$ cat config.mk
export PLATFORM = sky130hd
export DESIGN_NAME = ffha_ctrl
export DESIGN_NICKNAME = d
export VERILOG_FILES = /design/src/rtl/ffha_pkg.sv /design/src/rtl/ffha_ctrl.sv
export SDC_FILE = /design/constraint.sdc
export NUM_CORES = 1
export LEC_CHECK = 0
export BUFFER_PORTS_ARGS = -buffer_cell sky130_fd_sc_hd__buf_4
export CORE_AREA = 4 4 41 43
export DETAILED_ROUTE_END_ITERATION = 7
export DIE_AREA = 0 0 45 47
export PLACE_DENSITY_LB_ADDON = 0.25
export SYNTH_ARGS = -nofsm -noshare
export SYNTH_HDL_FRONTEND = slang
export SYNTH_SLANG_ARGS = --single-unit
$ cat constraint.sdc
create_clock -name clk -period 1.34 [get_ports clk]
set_input_delay 0.268 -clock clk [delete_from_list [all_inputs] [get_ports clk]]
set_output_delay 0.268 -clock clk [all_outputs]
set_load 0.005 [all_outputs]
$ cat src/rtl/ffha_pkg.sv
// Shared types and constants for the first-fit heap allocator.
// Used by every allocator module in rtl/ except ffha_ram; no dependencies.
`default_nettype none

package ffha_pkg;

    localparam int MAX_BLOCKS_DEF = 256;
    localparam int HEADER_BYTES   = 16;
    localparam int UNITS_W        = 20;   // payload size in 16-byte units, minus one
    localparam int REQ_W          = 24;
    localparam int ADDR_W         = 32;
    localparam int CFG_IDX_W      = 1;
    localparam int IN_DATA_W      = 56;   // request_size + block_address
    localparam int OUT_DATA_W     = 72;   // 66 bits of fields, padded to bytes

    localparam logic ACT_ALLOC = 1'b0;
    localparam logic ACT_FREE  = 1'b1;

    localparam logic [CFG_IDX_W-1:0] CFG_HEAP_START = 1'b0;
    localparam logic [CFG_IDX_W-1:0] CFG_HEAP_LIMIT = 1'b1;

    typedef enum logic [1:0] {
        ST_OK           = 2'd0,
        ST_ZERO_SIZE    = 2'd1,
        ST_NO_MEMORY    = 2'd2,
        ST_UNKNOWN_FREE = 2'd3
    } ffha_status_t;

    // controller -> datapath
    typedef struct packed {
        logic load;     // capture the input transfer, restart the walk
        logic early;    // zero size or null free: answer without a walk
        logic advance;  // issue the next table read
        logic step;     // move the header address past the checked entry
        logic hit;      // checked entry matches: commit
        logic miss;     // walk ended without a match: append or fail
        logic push;     // move the pending result into the output register
    } ffha_cmd_t;

    // datapath -> controller
    typedef struct packed {
        logic early;
        logic count_zero;
        logic last;
        logic hit;
        logic out_free;
    } ffha_stat_t;

endpackage : ffha_pkg

`default_nettype wire

$ cat src/rtl/ffha_ctrl.sv
// Sequencer for the allocator: one request at a time, walking the block table.
// Depends on ffha_pkg.
`default_nettype none

module ffha_ctrl (
    input  wire logic               clk,
    input  wire logic               rst_n,
    input  wire logic               s_tvalid,
    output      logic               s_tready,
    input  wire ffha_pkg::ffha_stat_t st,
    output      ffha_pkg::ffha_cmd_t  cmd
);

    import ffha_pkg::*;

    typedef enum logic [2:0] {
        S_IDLE,
        S_START,
        S_SCAN,
        S_DECIDE,
        S_DONE
    } state_t;

    state_t state_reg;
    state_t state_next;

    always_comb
    begin
        state_next = state_reg;
        cmd        = '0;
        case (state_reg)
            S_IDLE:
            begin
                if (s_tvalid)
                begin
                    cmd.load   = 1'b1;
                    state_next = S_START;
                end
            end
            S_START:
            begin
                if (st.early)
                begin
                    cmd.early  = 1'b1;
                    state_next = S_DONE;
                end
                else if (st.count_zero)
                begin
                    state_next = S_DECIDE;
                end
                else
                begin
                    cmd.advance = 1'b1;
                    state_next  = S_SCAN;
                end
            end
            S_SCAN:
            begin
                if (st.hit)
                begin
                    cmd.hit    = 1'b1;
                    state_next = S_DONE;
                end
                else if (st.last)
                begin
                    state_next = S_DECIDE;
                end
                else
                begin
                    cmd.advance = 1'b1;
                    cmd.step    = 1'b1;
                end
            end
            S_DECIDE:
            begin
                cmd.miss   = 1'b1;
                state_next = S_DONE;
            end
            S_DONE:
            begin
                if (st.out_free)
                begin
                    cmd.push   = 1'b1;
                    state_next = S_IDLE;
                end
            end
            default:
            begin
                state_next = S_IDLE;
            end
        endcase
    end

    always_ff @(posedge clk or negedge rst_n)
    begin
        if (!rst_n)
        begin
            state_reg <= S_IDLE;
        end
        else
        begin
            state_reg <= state_next;
        end
    end

    assign s_tready = (state_reg == S_IDLE);

    // at most one commit-type command per cycle
    a_cmd_exclusive: assert property (@(posedge clk) disable iff (!rst_n)
        $onehot0({cmd.load, cmd.early, cmd.hit, cmd.miss, cmd.push}))
        else $error("ffha_ctrl: conflicting commands");

    a_push_only_when_free: assert property (@(posedge clk) disable iff (!rst_n)
        (state_reg == S_DONE && !st.out_free) |=> (state_reg == S_DONE))
        else $error("ffha_ctrl: result dropped while output busy");

    a_scan_from_start: assert property (@(posedge clk) disable iff (!rst_n)
        (state_reg == S_SCAN) |-> ($past(state_reg) == S_START || $past(state_reg) == S_SCAN))
        else $error("ffha_ctrl: walk entered without priming read");

endmodule : ffha_ctrl

`default_nettype wire

==> results.toml <==
[status]
status = "finished, violations left"
failed_checks = "setup timing"

[timing]
tns_ns = -1.30
finalHoldViolCount = 0
rsz0062_at_grt = "true"
finalCritPeriodShare_pct = 124
final.setup_skew_ns = 0.00504
layout_min_cycle_time_ns = 1.67
setup_viol = 7
tightestPinTransition_ns = 0.219
drv_slew = 0
fin_ws_ns = -0.326
timing.fmax_mhz = 600
max_slew_margin_pct = 85.2

[synth]
synth_nets = 40
yosysWarnings = 0
synth-simple-area-share_pct = 41.7
synth-adder-area-share_pct = 0
synthMuxAreaShare_pct = 0
syn_area_um2 = 255
seq_area_frac_synth_pct = 29.4
ys_ff_latch = 3
synth_compound_area_share_pct = 15.2
synth_top_family_by_area = "simple AND/OR/NAND/NOR gates"
avgSynthCellArea_um2 = 7.98
synthCells = 32
synth_cell_type_count = 20
yosys.area_share.xor_xnor_pct = 0

[die]
start_util_pct = 19.6
die_width_um = 45
coreArea_um2 = 1300
num_rows = 13
die_h_um = 47
die_area_um2 = 2120
ios = 16

[grt]
grt_max_degree = 9
grt_pass1_vias = 319
overflow = 0
grt_pass1_wl_um = 1290
grt_antenna_before_repair = 0
grtUsageTotal_pct = 8.23

[detailed_routing]
drc = 0
via_per_inst = 4.25
detail_route.iter0.violations = 4
routedWlPerCell_um = 10.2
dr.pass1.iters = 2
vias = 323
drt_wl_total_um = 772
ant_nets = 0

[worst_hold_path]
hold_path_class = "in2reg"

[cts]
clockBufferDepth = 2
cts_made_buffers = 3
clock-sinks = 3
clk_latency_ns = 0.23
path_clk_slew_ns = 0.04
cts_tree = "done"
cts_root_buf = "clkbuf_4"
cts_max_level = 1

[cells_and_area]
fin_area_um2 = 556
final_cell_mix = "buf_4 (21), buf_6 (6), nor2_1 (4)"
mostFrequentLayoutCell = "buf_4"
multi_input_area_um2 = 189
regArea_um2 = 75.1
diodes = 0
nets = 70
drive_above_1_share_pct = 67.2
final_cells = 76
syn_to_final_growth_pct = 118
largest_reg_flops = 3
n_fill_cell = 142

[pwr]
power_mw = 1.02
p_leak_nw = 0.286
power.density_nw_per_um2 = 1840
ir_drop_v = 0.000690

[placed_design]
dpl.cell_count = 64
hpwl_um = 554
placed_area_um2 = 408
gp_congestion = 0.690
place_ws_ns = -0.0969
port_buffers = 15

[critical_path]
critPathMaxFanout = 3
worstSetupStartpointType = "register"
worstPathRequired_ns = 1.07
r2r_slack_ns = 0.06
cp-end-kind = "primary output"
path_class = "reg2out"
crit_arrival_ns = 1.40

[flow_run]
max-cap-violations = 0
-- power by group --
part	switching (mW)	total (mW)	internal, mW	leakage [nW]
Combinational	0.287	0.712	0.425	0.232
Clock	0.0433	0.155	0.111	0.0150
Sequential	0.0292	0.156	0.127	0.0390
Total	0.359	1.02	0.663	0.286
-- final timing paths --
check	startpoint	end	depth (start not counted)
max	state_reg[0]$_DFFE_PN0P_	cmd[4]	3
min	st[0]	state_reg[2]$_DFFE_PN0P_	2
max reg2reg	state_reg[0]$_DFFE_PN0P_	state_reg[2]$_DFFE_PN0P_	6
min reg2reg	state_reg[2]$_DFFE_PN0P_	state_reg[1]$_DFFE_PN0P_	3
max in group asynchronous	rst_n	state_reg[2]$_DFFE_PN0P_	2
min in group asynchronous	rst_n	state_reg[1]$_DFFE_PN0P_	2
-- routing by layer --
layer / track usage (%) / routed length (um) / up-vias
met5: 0 / 0 / -
met4: 3.51 / 0 / 0
met3: 1.53 / 36 / 0
met2: 16.1 / 437 / 7
met1: 8.45 / 298 / 148
li1: - / - / 168
-- cells by family after synthesis --
logic type / after synthesis
simple gates: 17
compound gates: 6
buf+inv: 6
flops: 3
-- area by class of cell --
| cell class | instances | share of cell area [%] |
|---|---|---|
| Multi-Input combinational cell | 23 | 34.0 |
| Sequential cell | 3 | 13.5 |
| Inverter | 3 | 2.03 |
| Clock buffer | 4 | 4.73 |
| Timing Repair Buffer | 28 | 42.3 |
| Tap cell | 15 | 3.38 |
-- cell usage after synthesis (all sizes together) --
library cell	n	share of area [%]
a21o	1	3.4
a21oi	1	2.0
and2	1	2.5
and3	1	2.9
and4b	1	3.9
buf	3	9.3
dfrtp	3	29
inv	3	4.4
nand2	2	2.9
nand2b	2	7.8
nor2	5	7.4
nor3	2	3.9
nor3b	2	5.9
o21ai	2	3.9
o22ai	1	2.5
o41ai	1	3.4
or4	1	4.4
-- critical path, cell delays in order, from the launching register on --
cell     delay [ns]
dfrtp_1        0.38
or4_4          0.57
o41ai_2        0.06
buf_4          0.15
-- metrics by stage --
stage,hold WS (ns),utilization [%]
floorplan,-0.0276,-
global placement,0.0589,31.3
detailed placement,0.0570,31.3
CTS,0.229,39.8
global route,0.231,42.7
finish,0.233,42.7
-- timing repair --
| action | 4_1_cts | 5_1_grt |
|---|---|---|
| pin swaps | 4 | 3 |
| endpoints found under the setup margin | 8 | 8 |
| gates resized for setup | 10 | 5 |
| buffers inserted | 4 | 4 |
| hold buffers | 1 | 0 |
| endpoints found under the hold margin | 3 | 0 |
Power figures use the tool's default switching activity.
